===== src/rtl/xxh32_pkg.sv =====
// ----------------------------------------------------------------------------
// xxh32_pkg
// Shared constants, control word layout and microprogram of the xxHash32
// stream hasher.
// ----------------------------------------------------------------------------
package xxh32_pkg;

    localparam logic [31:0] PRIME1 = 32'h9E3779B1;
    localparam logic [31:0] PRIME2 = 32'h85EBCA77;
    localparam logic [31:0] PRIME3 = 32'hC2B2AE3D;
    localparam logic [31:0] PRIME4 = 32'h27D4EB2F;
    localparam logic [31:0] PRIME5 = 32'h165667B1;

    // seed-zero lane start values
    localparam logic [31:0] LANE_INIT0 = PRIME1 + PRIME2;
    localparam logic [31:0] LANE_INIT1 = PRIME2;
    localparam logic [31:0] LANE_INIT2 = 32'd0;
    localparam logic [31:0] LANE_INIT3 = 32'd0 - PRIME1;

    localparam int STEP_W = 4;
    typedef logic [STEP_W-1:0] step_t;

    // program entry points and jump targets
    localparam step_t STEP_WORD  = 4'd0;
    localparam step_t STEP_FIN   = 4'd3;
    localparam step_t STEP_TAIL  = 4'd5;
    localparam step_t STEP_BCHK  = 4'd7;
    localparam step_t STEP_BYTE  = 4'd8;
    localparam step_t STEP_AVAL  = 4'd10;
    localparam step_t STEP_LAST  = 4'd12;

    typedef enum logic [2:0] {
        A_WORD,
        A_LANE,
        A_BUF,
        A_BYTE,
        A_H
    } opnd_sel_t;

    typedef enum logic [2:0] {
        K_P1,
        K_P2,
        K_P3,
        K_P4,
        K_P5
    } prime_sel_t;

    typedef enum logic [1:0] {
        D_NONE,
        D_PROD,
        D_H
    } mul_dst_t;

    typedef enum logic [2:0] {
        ACT_NONE,
        ACT_TAKE,
        ACT_CONV0,
        ACT_CONV1,
        ACT_WORD_NEXT,
        ACT_BYTE_NEXT,
        ACT_EMIT
    } act_t;

    typedef enum logic [2:0] {
        C_NEXT,
        C_END,
        C_LAST,
        C_WORDS_EMPTY,
        C_WORDS_MORE,
        C_BYTES_EMPTY,
        C_BYTES_MORE
    } cond_t;

    typedef struct packed {
        opnd_sel_t  asel;
        logic       add_prod;
        logic [4:0] rot;
        logic [4:0] xsh;
        prime_sel_t ksel;
        mul_dst_t   dst;
        act_t       act;
        cond_t      cond;
        step_t      target;
    } ctl_t;

    typedef struct packed {
        logic take;
        logic last;
        logic words_empty;
        logic words_more;
        logic bytes_empty;
        logic bytes_more;
        logic out_full;
    } status_t;

    localparam ctl_t CTL_NOP = '{
        asel: A_WORD, add_prod: 1'b0, rot: 5'd0, xsh: 5'd0, ksel: K_P1,
        dst: D_NONE, act: ACT_NONE, cond: C_NEXT, target: STEP_WORD
    };

    function automatic logic [31:0] rotl32(input logic [31:0] x, input logic [4:0] r);
        logic [63:0] d;
        d = {x, x} << r;
        return d[63:32];
    endfunction

    function automatic logic [31:0] prime_val(input prime_sel_t k);
        logic [31:0] v;
        case (k)
            K_P1:    v = PRIME1;
            K_P2:    v = PRIME2;
            K_P3:    v = PRIME3;
            K_P4:    v = PRIME4;
            K_P5:    v = PRIME5;
            default: v = PRIME1;
        endcase
        return v;
    endfunction

    // microprogram: one control word per step
    function automatic ctl_t prog_rom(input step_t s);
        ctl_t c;
        c = CTL_NOP;
        case (s)
            // word round: prod = w*P2, then rotl13(lane+prod)*P1, then commit
            4'd0:
            begin
                c.asel = A_WORD; c.ksel = K_P2; c.dst = D_PROD;
            end
            4'd1:
            begin
                c.asel = A_LANE; c.add_prod = 1'b1; c.rot = 5'd13;
                c.ksel = K_P1; c.dst = D_PROD;
            end
            4'd2:
            begin
                c.act = ACT_TAKE; c.cond = C_LAST; c.target = STEP_FIN;
            end
            // converge lanes or small-input start, add length
            4'd3:
            begin
                c.act = ACT_CONV0;
            end
            4'd4:
            begin
                c.act = ACT_CONV1; c.cond = C_WORDS_EMPTY; c.target = STEP_BCHK;
            end
            // remaining whole words
            4'd5:
            begin
                c.asel = A_BUF; c.ksel = K_P3; c.dst = D_PROD;
            end
            4'd6:
            begin
                c.asel = A_H; c.add_prod = 1'b1; c.rot = 5'd17; c.ksel = K_P4;
                c.dst = D_H; c.act = ACT_WORD_NEXT;
                c.cond = C_WORDS_MORE; c.target = STEP_TAIL;
            end
            // remaining bytes
            4'd7:
            begin
                c.cond = C_BYTES_EMPTY; c.target = STEP_AVAL;
            end
            4'd8:
            begin
                c.asel = A_BYTE; c.ksel = K_P5; c.dst = D_PROD;
            end
            4'd9:
            begin
                c.asel = A_H; c.add_prod = 1'b1; c.rot = 5'd11; c.ksel = K_P1;
                c.dst = D_H; c.act = ACT_BYTE_NEXT;
                c.cond = C_BYTES_MORE; c.target = STEP_BYTE;
            end
            // avalanche
            4'd10:
            begin
                c.asel = A_H; c.xsh = 5'd15; c.ksel = K_P2; c.dst = D_H;
            end
            4'd11:
            begin
                c.asel = A_H; c.xsh = 5'd13; c.ksel = K_P3; c.dst = D_H;
            end
            4'd12:
            begin
                c.act = ACT_EMIT; c.cond = C_END;
            end
            default:
            begin
                c.cond = C_END;
            end
        endcase
        return c;
    endfunction

endpackage


===== src/rtl/xxh32_seq.sv =====
// ----------------------------------------------------------------------------
// xxh32_seq
// Step counter and program ROM: one control word per cycle unless the emit
// step waits on a full output; conditional jumps follow datapath status.
// ----------------------------------------------------------------------------
module xxh32_seq
    import xxh32_pkg::*;
(
    input  logic    clk,
    input  logic    rst_n,
    input  logic    start,
    input  status_t st,
    output ctl_t    ctl,
    output logic    run,
    output logic    busy
);

    step_t pc_reg;
    step_t pc_next;
    logic  busy_reg;
    logic  busy_next;
    step_t pc_inc;

    // fetch the control word of the current step
    assign ctl    = prog_rom(pc_reg);
    assign pc_inc = pc_reg + step_t'(1);
    assign busy   = busy_reg;

    // hold the emit step while the output register is still full
    assign run = busy_reg && !((ctl.act == ACT_EMIT) && st.out_full);

    // pick the next step
    always_comb
    begin
        pc_next   = pc_reg;
        busy_next = busy_reg;
        if (start)
        begin
            busy_next = 1'b1;
            pc_next   = st.take ? STEP_WORD : STEP_FIN;
        end
        else if (run)
        begin
            case (ctl.cond)
                C_NEXT:        pc_next = pc_inc;
                C_END:         busy_next = 1'b0;
                C_LAST:
                begin
                    if (st.last)
                        pc_next = ctl.target;
                    else
                        busy_next = 1'b0;
                end
                C_WORDS_EMPTY: pc_next = st.words_empty ? ctl.target : pc_inc;
                C_WORDS_MORE:  pc_next = st.words_more  ? ctl.target : pc_inc;
                C_BYTES_EMPTY: pc_next = st.bytes_empty ? ctl.target : pc_inc;
                C_BYTES_MORE:  pc_next = st.bytes_more  ? ctl.target : pc_inc;
                default:       busy_next = 1'b0;
            endcase
        end
    end

    always_ff @(posedge clk or negedge rst_n)
    begin
        if (!rst_n)
        begin
            pc_reg   <= STEP_WORD;
            busy_reg <= 1'b0;
        end
        else
        begin
            pc_reg   <= pc_next;
            busy_reg <= busy_next;
        end
    end

    // program counter never leaves the program while running
    a_pc_in_program: assert property (@(posedge clk) disable iff (!rst_n)
        busy_reg |-> (pc_reg <= STEP_LAST))
        else $error("sequencer step outside program");

endmodule


===== src/rtl/xxh32_dp.sv =====
// ----------------------------------------------------------------------------
// xxh32_dp
// Datapath: lane accumulators, stripe buffer, length counter, hash scratch
// register and the shared 32x32 multiplier, driven by the control word.
// ----------------------------------------------------------------------------
module xxh32_dp
    import xxh32_pkg::*;
(
    input  logic        clk,
    input  logic        rst_n,
    input  logic        accept,
    input  logic [31:0] data_word,
    input  logic [2:0]  byte_count,
    input  logic        last,
    input  logic        run,
    input  ctl_t        ctl,
    input  logic        out_stall,
    output status_t     st,
    output logic [31:0] hash_value,
    output logic        out_valid
);

    logic [31:0] lane_reg [4];
    logic [31:0] lane_next [4];
    logic [31:0] stg_reg [3];
    logic [31:0] stg_next [3];
    logic [31:0] buf_reg [3];
    logic [31:0] buf_next [3];
    logic [1:0]  bufcnt_reg, bufcnt_next;
    logic [31:0] total_reg, total_next;
    logic        seen_reg, seen_next;
    logic [31:0] h_reg, h_next;
    logic [31:0] prod_reg, prod_next;
    logic [31:0] word_reg, word_next;
    logic [2:0]  cnt_reg, cnt_next;
    logic        last_reg, last_next;
    logic [1:0]  idx_reg, idx_next;
    logic [31:0] hash_reg, hash_next;
    logic        outv_reg, outv_next;

    logic [2:0]  cnt_sat;
    logic        take_in;
    logic [31:0] opa;
    logic [31:0] opsum;
    logic [31:0] oprot;
    logic [31:0] mopnd;
    logic [31:0] mul_lo;
    logic [1:0]  idx_inc;

    // clamp byte count; a non-final transaction is always a whole word
    assign cnt_sat = (byte_count > 3'd4) ? 3'd4 : byte_count;
    assign take_in = !last || (cnt_sat == 3'd4);
    assign idx_inc = idx_reg + 2'd1;

    // select and shape the multiplier operand
    always_comb
    begin
        case (ctl.asel)
            A_WORD:  opa = word_reg;
            A_LANE:  opa = lane_reg[bufcnt_reg];
            A_BUF:   opa = buf_reg[idx_reg];
            A_BYTE:  opa = {24'd0, word_reg[7:0]};
            A_H:     opa = h_reg;
            default: opa = word_reg;
        endcase
        opsum = opa + (ctl.add_prod ? prod_reg : 32'd0);
        oprot = rotl32(opsum, ctl.rot);
        mopnd = (ctl.xsh == 5'd0) ? oprot : (oprot ^ (oprot >> ctl.xsh));
    end

    // shared multiplier, low half only
    assign mul_lo = mopnd * prime_val(ctl.ksel);

    // next-state logic
    always_comb
    begin
        lane_next   = lane_reg;
        stg_next    = stg_reg;
        buf_next    = buf_reg;
        bufcnt_next = bufcnt_reg;
        total_next  = total_reg;
        seen_next   = seen_reg;
        h_next      = h_reg;
        prod_next   = prod_reg;
        word_next   = word_reg;
        cnt_next    = cnt_reg;
        last_next   = last_reg;
        idx_next    = idx_reg;
        hash_next   = hash_reg;
        outv_next   = outv_reg;

        // drop the result once the receiver takes it
        if (outv_reg && !out_stall)
            outv_next = 1'b0;

        // load a new input transaction
        if (accept)
        begin
            word_next = data_word;
            last_next = last;
            cnt_next  = take_in ? 3'd0 : cnt_sat;
            idx_next  = 2'd0;
            if (!take_in)
                total_next = total_reg + {29'd0, cnt_sat};
        end

        if (run)
        begin
            case (ctl.dst)
                D_PROD:  prod_next = mul_lo;
                D_H:     h_next    = mul_lo;
                default: ;
            endcase

            case (ctl.act)
                ACT_TAKE:
                begin
                    total_next = total_reg + 32'd4;
                    if (bufcnt_reg != 2'd3)
                    begin
                        // park the lane result until its stripe completes
                        stg_next[bufcnt_reg] = prod_reg;
                        buf_next[bufcnt_reg] = word_reg;
                        bufcnt_next          = bufcnt_reg + 2'd1;
                    end
                    else
                    begin
                        lane_next[0] = stg_reg[0];
                        lane_next[1] = stg_reg[1];
                        lane_next[2] = stg_reg[2];
                        lane_next[3] = prod_reg;
                        bufcnt_next  = 2'd0;
                        seen_next    = 1'b1;
                    end
                end
                ACT_CONV0:
                begin
                    h_next = seen_reg ? (rotl32(lane_reg[0], 5'd1) + rotl32(lane_reg[1], 5'd7))
                                      : PRIME5;
                end
                ACT_CONV1:
                begin
                    h_next = h_reg + total_reg
                           + (seen_reg ? (rotl32(lane_reg[2], 5'd12)
                                          + rotl32(lane_reg[3], 5'd18)) : 32'd0);
                end
                ACT_WORD_NEXT:
                begin
                    idx_next = idx_inc;
                end
                ACT_BYTE_NEXT:
                begin
                    word_next = word_reg >> 8;
                    cnt_next  = cnt_reg - 3'd1;
                end
                ACT_EMIT:
                begin
                    hash_next    = h_reg ^ (h_reg >> 16);
                    outv_next    = 1'b1;
                    lane_next[0] = LANE_INIT0;
                    lane_next[1] = LANE_INIT1;
                    lane_next[2] = LANE_INIT2;
                    lane_next[3] = LANE_INIT3;
                    bufcnt_next  = 2'd0;
                    total_next   = 32'd0;
                    seen_next    = 1'b0;
                end
                default: ;
            endcase
        end
    end

    // control state
    always_ff @(posedge clk or negedge rst_n)
    begin
        if (!rst_n)
        begin
            lane_reg[0] <= LANE_INIT0;
            lane_reg[1] <= LANE_INIT1;
            lane_reg[2] <= LANE_INIT2;
            lane_reg[3] <= LANE_INIT3;
            bufcnt_reg  <= 2'd0;
            total_reg   <= 32'd0;
            seen_reg    <= 1'b0;
            cnt_reg     <= 3'd0;
            last_reg    <= 1'b0;
            idx_reg     <= 2'd0;
            outv_reg    <= 1'b0;
        end
        else
        begin
            lane_reg   <= lane_next;
            bufcnt_reg <= bufcnt_next;
            total_reg  <= total_next;
            seen_reg   <= seen_next;
            cnt_reg    <= cnt_next;
            last_reg   <= last_next;
            idx_reg    <= idx_next;
            outv_reg   <= outv_next;
        end
    end

    // payload registers
    always_ff @(posedge clk)
    begin
        stg_reg  <= stg_next;
        buf_reg  <= buf_next;
        h_reg    <= h_next;
        prod_reg <= prod_next;
        word_reg <= word_next;
        hash_reg <= hash_next;
    end

    // status to the sequencer
    assign st.take        = take_in;
    assign st.last        = last_reg;
    assign st.words_empty = (bufcnt_reg == 2'd0);
    assign st.words_more  = (idx_inc != bufcnt_reg);
    assign st.bytes_empty = (cnt_reg == 3'd0);
    assign st.bytes_more  = (cnt_reg != 3'd1);
    assign st.out_full    = outv_reg && out_stall;

    assign hash_value = hash_reg;
    assign out_valid  = outv_reg;

endmodule


===== src/rtl/xxh32_stream_hasher.sv =====
// ----------------------------------------------------------------------------
// xxhash32_stream_hasher
// Seed-zero xxHash32 over a stream of little-endian 32-bit words.
// ----------------------------------------------------------------------------
// Input channel (in_valid / in_stall): one transaction per message word with
// data_word, byte_count and last. Non-final words always count as 4 bytes;
// the final word carries 0 to 4 bytes (counts above 4 count as 4).
// Output channel (out_valid / out_stall): one hash_value per message.
// A microcoded sequencer drives one shared 32x32 multiplier. A non-final
// word is accepted and then runs three program steps (two multiplies and
// a commit); the next word is taken only after the commit.
// The final transaction runs the finish program: a word round for a whole
// last word, convergence and length, a multiply round per buffered word
// (0-3), a byte check, a multiply round per trailing byte (0-3), then
// avalanche and output.
// in_stall is high while a program runs. The output sits in a register; if
// the receiver stalls, the next message proceeds and only its final output
// step waits until that register is free.
// Reset returns lanes, length and counters to the seed-zero start state.
// ----------------------------------------------------------------------------
module xxhash32_stream_hasher
    import xxh32_pkg::*;
(
    input  logic        clk,
    input  logic        rst_n,
    input  logic        in_valid,
    output logic        in_stall,
    input  logic [31:0] data_word,
    input  logic [2:0]  byte_count,
    input  logic        last,
    output logic        out_valid,
    input  logic        out_stall,
    output logic [31:0] hash_value
);

    logic    accept;
    logic    busy;
    logic    run;
    ctl_t    ctl;
    status_t st;

    // take a transaction only while no program runs
    assign in_stall = busy;
    assign accept   = in_valid && !busy;

    xxh32_seq u_seq (
        .clk   (clk),
        .rst_n (rst_n),
        .start (accept),
        .st    (st),
        .ctl   (ctl),
        .run   (run),
        .busy  (busy)
    );

    xxh32_dp u_dp (
        .clk        (clk),
        .rst_n      (rst_n),
        .accept     (accept),
        .data_word  (data_word),
        .byte_count (byte_count),
        .last       (last),
        .run        (run),
        .ctl        (ctl),
        .out_stall  (out_stall),
        .st         (st),
        .hash_value (hash_value),
        .out_valid  (out_valid)
    );

    // a result appears only from the emit step
    a_emit_source: assert property (@(posedge clk) disable iff (!rst_n)
        $rose(out_valid) |-> $past(run && (ctl.act == ACT_EMIT)))
        else $error("output valid without emit step");

    // an accepted transaction always starts a program
    a_accept_busy: assert property (@(posedge clk) disable iff (!rst_n)
        (in_valid && !in_stall) |=> in_stall)
        else $error("accepted transaction did not start the sequencer");

endmodule

===== config.mk =====
export PLATFORM = sky130hd
export DESIGN_NAME = xxhash32_stream_hasher
export DESIGN_NICKNAME = d
export VERILOG_FILES = /design/src/rtl/xxh32_pkg.sv /design/src/rtl/xxh32_seq.sv /design/src/rtl/xxh32_dp.sv /design/src/rtl/xxh32_stream_hasher.sv
export SDC_FILE = /design/constraint.sdc
export NUM_CORES = 2
export LEC_CHECK = 0
export ABC_AREA = 1
export BUFFER_PORTS_ARGS = -buffer_cell sky130_fd_sc_hd__buf_2
export CORE_ASPECT_RATIO = 0.5
export CORE_UTILIZATION = 55
export CTS_CLUSTER_DIAMETER = 200
export DETAILED_ROUTE_END_ITERATION = 7
export PLACE_DENSITY = 0.68
export SLEW_MARGIN = 20
export SYNTH_ARGS = -nofsm -noshare
export SYNTH_HDL_FRONTEND = slang
export SYNTH_SLANG_ARGS = --single-unit

===== constraint.sdc =====
create_clock -name clk -period 21.6 [get_ports clk]
set_input_delay 4.32 -clock clk [delete_from_list [all_inputs] [get_ports clk]]
set_output_delay 4.32 -clock clk [all_outputs]
set_load 0.02 [all_outputs]

* After elaboration in Yosys (flattened, before gate mapping)
Index checks and enable logic that the tools add are counted.
** Storage, ports and cells
- Bits of input ports :: 40
- Bits in registers :: 495
- Output and inout port bits :: 34
** Cells by class
- Multiplexer cells :: 62
- Reduce and logical (&&, ||, !) cells :: 31
- Bitwise logic cells :: 4
- Multiply operators :: 1
- Equality and inequality tests :: 41
- $add $sub $neg :: 11
- Shifts and indexed selects :: 2
- Order comparisons :: 4
** Operators with widths (number)
- 32-bit two-way mux :: 16
- 128-bit one-hot mux with 2 select lines :: 1
- 32-bit one-hot mux with 4 select lines :: 2
- 96-bit bitwise mux :: 2
- 32-bit adder :: 5
- 32-bit binary-select mux with 2-bit select :: 2
- 128-bit two-way mux :: 1
- 32-bit one-hot mux with 2 select lines :: 2
- 32-bit demux with 2-bit select :: 1
- 64-bit by 5-bit << shifter with 64-bit output :: 1
- 5-bit one-hot mux with 8 select lines :: 1
- 3-bit one-hot mux with 6 select lines :: 2
- 32-bit by 3-bit adder with 32-bit output :: 1
- 32-bit by 3-bit adder with 32-bit output (second input constant) :: 1
- 32-bit by 32-bit multiplier with 32-bit output :: 1
- 32-bit by 4-bit right shift with 32-bit output :: 1
- 32-bit by 16-bit XOR with 32-bit output :: 1
- 32-bit XOR :: 1
- 4-bit two-way mux :: 7
- 3-bit equality test (second input constant) :: 9
- 3-bit by 2-bit equality test with 1-bit output (second input constant) :: 8
- 4-bit one-hot mux with 6 select lines :: 1
- 4-bit equality test (second input constant) :: 5
- 4-bit one-hot mux with 5 select lines :: 1
- other kinds (42) :: 83

* Longest topological paths before layout
- Depth after elaboration :: 13
- Gate-level depth with buffers :: 78
- Depth with buffers taken out :: 75

* Hierarchy
From an unflattened synthesis, not the netlist that was laid out.
** Unflattened totals
- Cells, all modules :: 6358
- Area, all modules :: 49525.0 µm²
** By module, submodules not included
- xxh32_dp :: cells an instance 6180, sequential area each 13595.5 µm², area each 48444.0 µm², instances 1
- xxh32_seq :: cells an instance 176, sequential area each 125.1 µm², area each 1071.0 µm², instances 1
- xxhash32_stream_hasher :: cells an instance 2, sequential area each 0.0 µm², area each 10.0 µm², instances 1

* Worst setup path before layout
No wires, ideal clock.
- Path kind :: register to register
- From :: reg u_seq.pc_reg[0]
- To :: reg u_dp.h_reg[31], data pin
- Setup time :: 0.253 ns
- Setup slack :: 10.457 ns
- Buffers on the path :: 3
- Stages on the path, launching flop included :: 76
- Period minus slack after synthesis :: 11.143 ns
- Data arrival time :: 10.890 ns
- Path through :: dfrtp_1 > inv_1 > ha_1 > nand3_4 > nand2_4 > inv_2 > nand2_2 > nand2_2 > nand2_1 > clkbuf_1 > clkbuf_1 > nor2_1 > a21oi_1 > ha_1 > inv_1 > fa_1 > inv_1 > nand3_1 > [... 40 more ...] > nand2_1 > nand3_1 > nand2_1 > nand4_1 > nand2_1 > a21oi_1 > o21ai_0 > nand3_1 > nand2_1 > nand3_1 > nand2_1 > inv_1 > nand3_1 > nand2_1 > inv_1 > nand2_1 > nand3_1 > nand2_1
** On the way
- Word-level cells in the longest chain between the ends :: 13
- Elaborated cells between the ends (all ways) :: 40
- Those cells by class :: add/sub: 1; mul: 1; eq/ne: 21; shift: 2; mux: 11; bitwise: 1; reduce/logical: 3
** Ends and longest elaborated chain
- from (decl) :: line xxh32_seq.sv:18 : step_t pc_reg;
- from (signal assigned) :: line xxh32_seq.sv:72 : pc_reg <= pc_next;
- 4-bit equality test or 4-bit by 3-bit equality test with 1-bit output (tied branches) :: line xxh32_pkg.sv:124 : case (s)
- 4-bit OR reduction (no line)
- 3-bit one-hot mux with 4 select lines :: line xxh32_pkg.sv:124
- 3-bit equality test (tied with other cells) :: line xxh32_dp.sv:58 : case (ctl.asel)
- 32-bit one-hot mux with 4 select lines :: line xxh32_dp.sv:58
- 32-bit adder :: line xxh32_dp.sv:66 : opsum = opa + (ctl.add_prod ? prod_reg : 32'd0);
- 64-bit by 5-bit << shifter with 64-bit output :: line xxh32_pkg.sv:103 : d = {x, x} << r;
- 32-bit by 4-bit right shift with 32-bit output :: line xxh32_dp.sv:68 : mopnd = (ctl.xsh == 5'd0) ? oprot : (oprot ^ (oprot >> ctl.xsh));
- 32-bit XOR :: line xxh32_dp.sv:68
- 32-bit two-way mux :: line xxh32_dp.sv:68
- 32-bit by 32-bit multiplier with 32-bit output :: line xxh32_dp.sv:72 : assign mul_lo = mopnd * prime_val(ctl.ksel);
- 32-bit two-way mux :: line xxh32_dp.sv:109 : case (ctl.dst)
- 32-bit one-hot mux with 2 select lines (*) :: line xxh32_dp.sv:115 : case (ctl.act)
- to (signal assigned) :: line xxh32_dp.sv:208 : h_reg <= h_next;
- to (decl) :: line xxh32_dp.sv:32 : logic [31:0] h_reg, h_next;
Mark *: on every way between the ends. The rest lies on a longest branch, timed or not. The select of a mux whose other input is x is not followed.
A chain may end at the register's enable or synchronous reset.

* Worst setup path after layout
- From :: reg u_seq.pc_reg[0]
- To :: reg u_dp.h_reg[28], data pin
** On the way
- Word-level cells in the longest chain between the ends :: 13
- Elaborated cells between the ends (all ways) :: 40
- Those cells by class :: add/sub: 1; mul: 1; eq/ne: 21; shift: 2; mux: 11; bitwise: 1; reduce/logical: 3
** Ends and longest elaborated chain
- 4-bit equality test or 4-bit by 3-bit equality test with 1-bit output (tied branches) :: line xxh32_pkg.sv:124
- 4-bit OR reduction (no line)
- 3-bit one-hot mux with 4 select lines :: line xxh32_pkg.sv:124
- 3-bit equality test (tied with other cells) :: line xxh32_dp.sv:58
- 32-bit one-hot mux with 4 select lines :: line xxh32_dp.sv:58
- 32-bit adder :: line xxh32_dp.sv:66
- 64-bit by 5-bit << shifter with 64-bit output :: line xxh32_pkg.sv:103
- 32-bit by 4-bit right shift with 32-bit output :: line xxh32_dp.sv:68
- 32-bit XOR :: line xxh32_dp.sv:68
- 32-bit two-way mux :: line xxh32_dp.sv:68
- 32-bit by 32-bit multiplier with 32-bit output (*) :: line xxh32_dp.sv:72
- via u_dp.mul_lo[28] :: line xxh32_dp.sv:47 : logic [31:0] mul_lo;
- 32-bit two-way mux (*) :: line xxh32_dp.sv:109
- 32-bit one-hot mux with 2 select lines (*) :: line xxh32_dp.sv:115
The timed path passes the listed nets; every way through them passes the cells marked *. The select of a mux whose other input is x is not followed.

==> results.toml <==
[worst_setup_path]
cp.required_ns = 22.06
critPathMaxFanout = 39
cp.arrival_ns = 15.08
critPathKind = "reg -> reg"
critPathMaxStageDelay_ns = 0.66
cpMostUsedCell = "nand2_1"
crit_path_top_delay_cell = "o22ai_1"
cp_top_family = "simple AND/OR/NAND/NOR gates"
crit_buf_inv = 7
start_kind = "flip-flop"
critPathCaptureType = "flip-flop"

[floorplan]
std_cell_rows = 74
die_h_um = 207
core_area_um2 = 82400
start_util_pct = 56.1
dieArea_um2 = 85200
dieWidth_um = 412
ios = 74

[grt]
grt_util_all_layers_pct = 41.4
grt_pass1_vias = 38492
grt_pass1_wl_um = 255000
grt_overflow_total = 0
grt_start_max_net_pins = 74
antenna_found_initial = 2

[synth]
ys_ff_latch = 495
synth_flop_cell = "edfxtp_1"
synth_top_area_share_pct = 18.7
async_flop_share_pct = 35.4
syn-cell-area_um2 = 46200
synth.top_cells.by_area = "edfxtp_1, fa_1, nand2_1"
synth_warnings = 0
synth.distinct_cells = 65
synth.avg_cell_area_um2 = 8.24
synth_cells = 5610
synth_edf_count = 288
syn-num-nets = 6357
synth_largest_area_cell = "edfxtp_1"
yosysSeqAreaShare_pct = 29.7

[finish]
nets = 6341
layout_common_cells = "nand2_1, inv_1, nor2_1"
drive_gt1_share_pct = 6.85
largest_reg_flops = 128
synthToLayoutAreaGrowth_pct = 6.49
final_common_cell = "nand2_1"
final_area_um2 = 49200
n_fill_cell = 7317

[timing]
worst_pin_slew_ns = 1.23
maxSlewHeadroom_pct = 17.8
final_max_slew_viol_count = 0
hold_slack_ns = 0.425
fin_crit_sh_pct = 67.7
min_period_ns = 14.62
rsz0062_at_grt = "no"
skew_ns = 0.0746
max_freq_ghz = 0.0684
setup_viol = 0
hold_viol_final = 0
setup-tns-final_ns = 0

[drt]
antenna_left = 0
routedWlPerCell_um = 26.3
vias = 40908
drt_iter0_markers = 5644
wl_um = 177000
drcViolationCount = 0
first_pass_iters = 7
viasPerCell = 6.07

[clock_network]
cts_buffers = 47
worst_skew_pair.late_latency_ns = 0.67
path_clk_slew_ns = 0.07
clock-sinks = 495
cts_tree = "built"
ctsRootBufferMaster = "clkbuf_16"
clk_path_buf_depth = 3
postCtsSetupRepairBufs = 0
cts_resized = 0
cts.htree.levels = 2
cts_hold_buf = 0

[place]
hpwl_um = 140000
place_area_um2 = 47600
numPortBuffers = 73
gp_congestion = 1.01

[run_status]
status = "finished, final reports clean"

[worst_hold_path]
hp-class = "reg -> reg"

[flow_run]
drv_cap = 0
## cells in the mapped netlist, drive strengths merged (53+ instances only)
master	instances
nand3	340
xor2	125
clkbuf	139
dfrtp	133
ha	276
nand2	1185
o21ai	326
nor2	495
a21oi	293
edfxtp	288
inv	1015
nand4	53
fa	431
## stage by stage
stage	setup WS, ns	util (%)	instances
4_1_cts	7.31	59.7	6734
5_1_grt	6.07	59.7	6734
3_5_place_dp	7.32	57.7	6647
3_3_place_gp	7.82	57.7	6647
2_1_floorplan	10.46	-	5610
6_report	6.98	59.7	6737
## worst register-to-register path, delay by kind of cell (launching register included)
kind / cells / cell delay, ns
fa+ha+maj: 11 / 4.74
compound gates: 10 / 2.31
simple gates: 29 / 5.16
buf+inv: 7 / 0.87
xor+xnor: 2 / 0.96
flops: 1 / 0.42
## layer usage
| layer | GRT usage, % | vias up | routed length (um) |
|---|---|---|---|
| met5 | 0 | - | 27 |
| met4 | 14.9 | 4 | 7620 |
| met3 | 13.8 | 419 | 26100 |
| met2 | 59.5 | 2631 | 71900 |
| met1 | 58.2 | 19868 | 71400 |
| li1 | - | 17986 | - |
## area by class of cell
| class | count | area [um2] | area share [%] |
|---|---|---|---|
| multi-input combinational | 3907 | 27900 | 56.7 |
| sequential | 495 | 13700 | 27.9 |
| inverter | 1025 | 3860 | 7.86 |
| tap | 1102 | 1380 | 2.80 |
| clock buffer | 57 | 1240 | 2.53 |
| timing repair buffer | 118 | 712 | 1.45 |
| clock inverter | 30 | 384 | 0.781 |
| antenna | 3 | 7.51 | 0.0153 |
## kinds of logic after synthesis
logic type	share of synthesized area, %
fa+ha+maj	26.1
xor+xnor	3.18
compound gates	10.9
flops	29.7
simple gates	20.0
buf+inv	10.1
## final timing paths
| check | start | end | slack (ns) | cells past startpoint |
|---|---|---|---|---|
| max reg2reg | u_seq.pc_reg[0] | u_dp.h_reg[28] | 6.98 | 59 |
| min reg2reg | u_dp.stg_reg[26] | u_dp.lane_reg[58] | 0.43 | 2 |
| min | u_dp.stg_reg[26] | u_dp.lane_reg[58] | 0.43 | 2 |
| min in group asynchronous | rst_n | u_dp.cnt_reg[0] | 3.67 | 1 |
| max in group asynchronous | rst_n | u_dp.lane_reg[39] | 15.70 | 3 |
| max | u_seq.pc_reg[0] | u_dp.h_reg[28] | 6.98 | 59 |
Power is not shown: default switching activity piles up to over one toggle a cycle in this logic, so the estimate is an artifact.
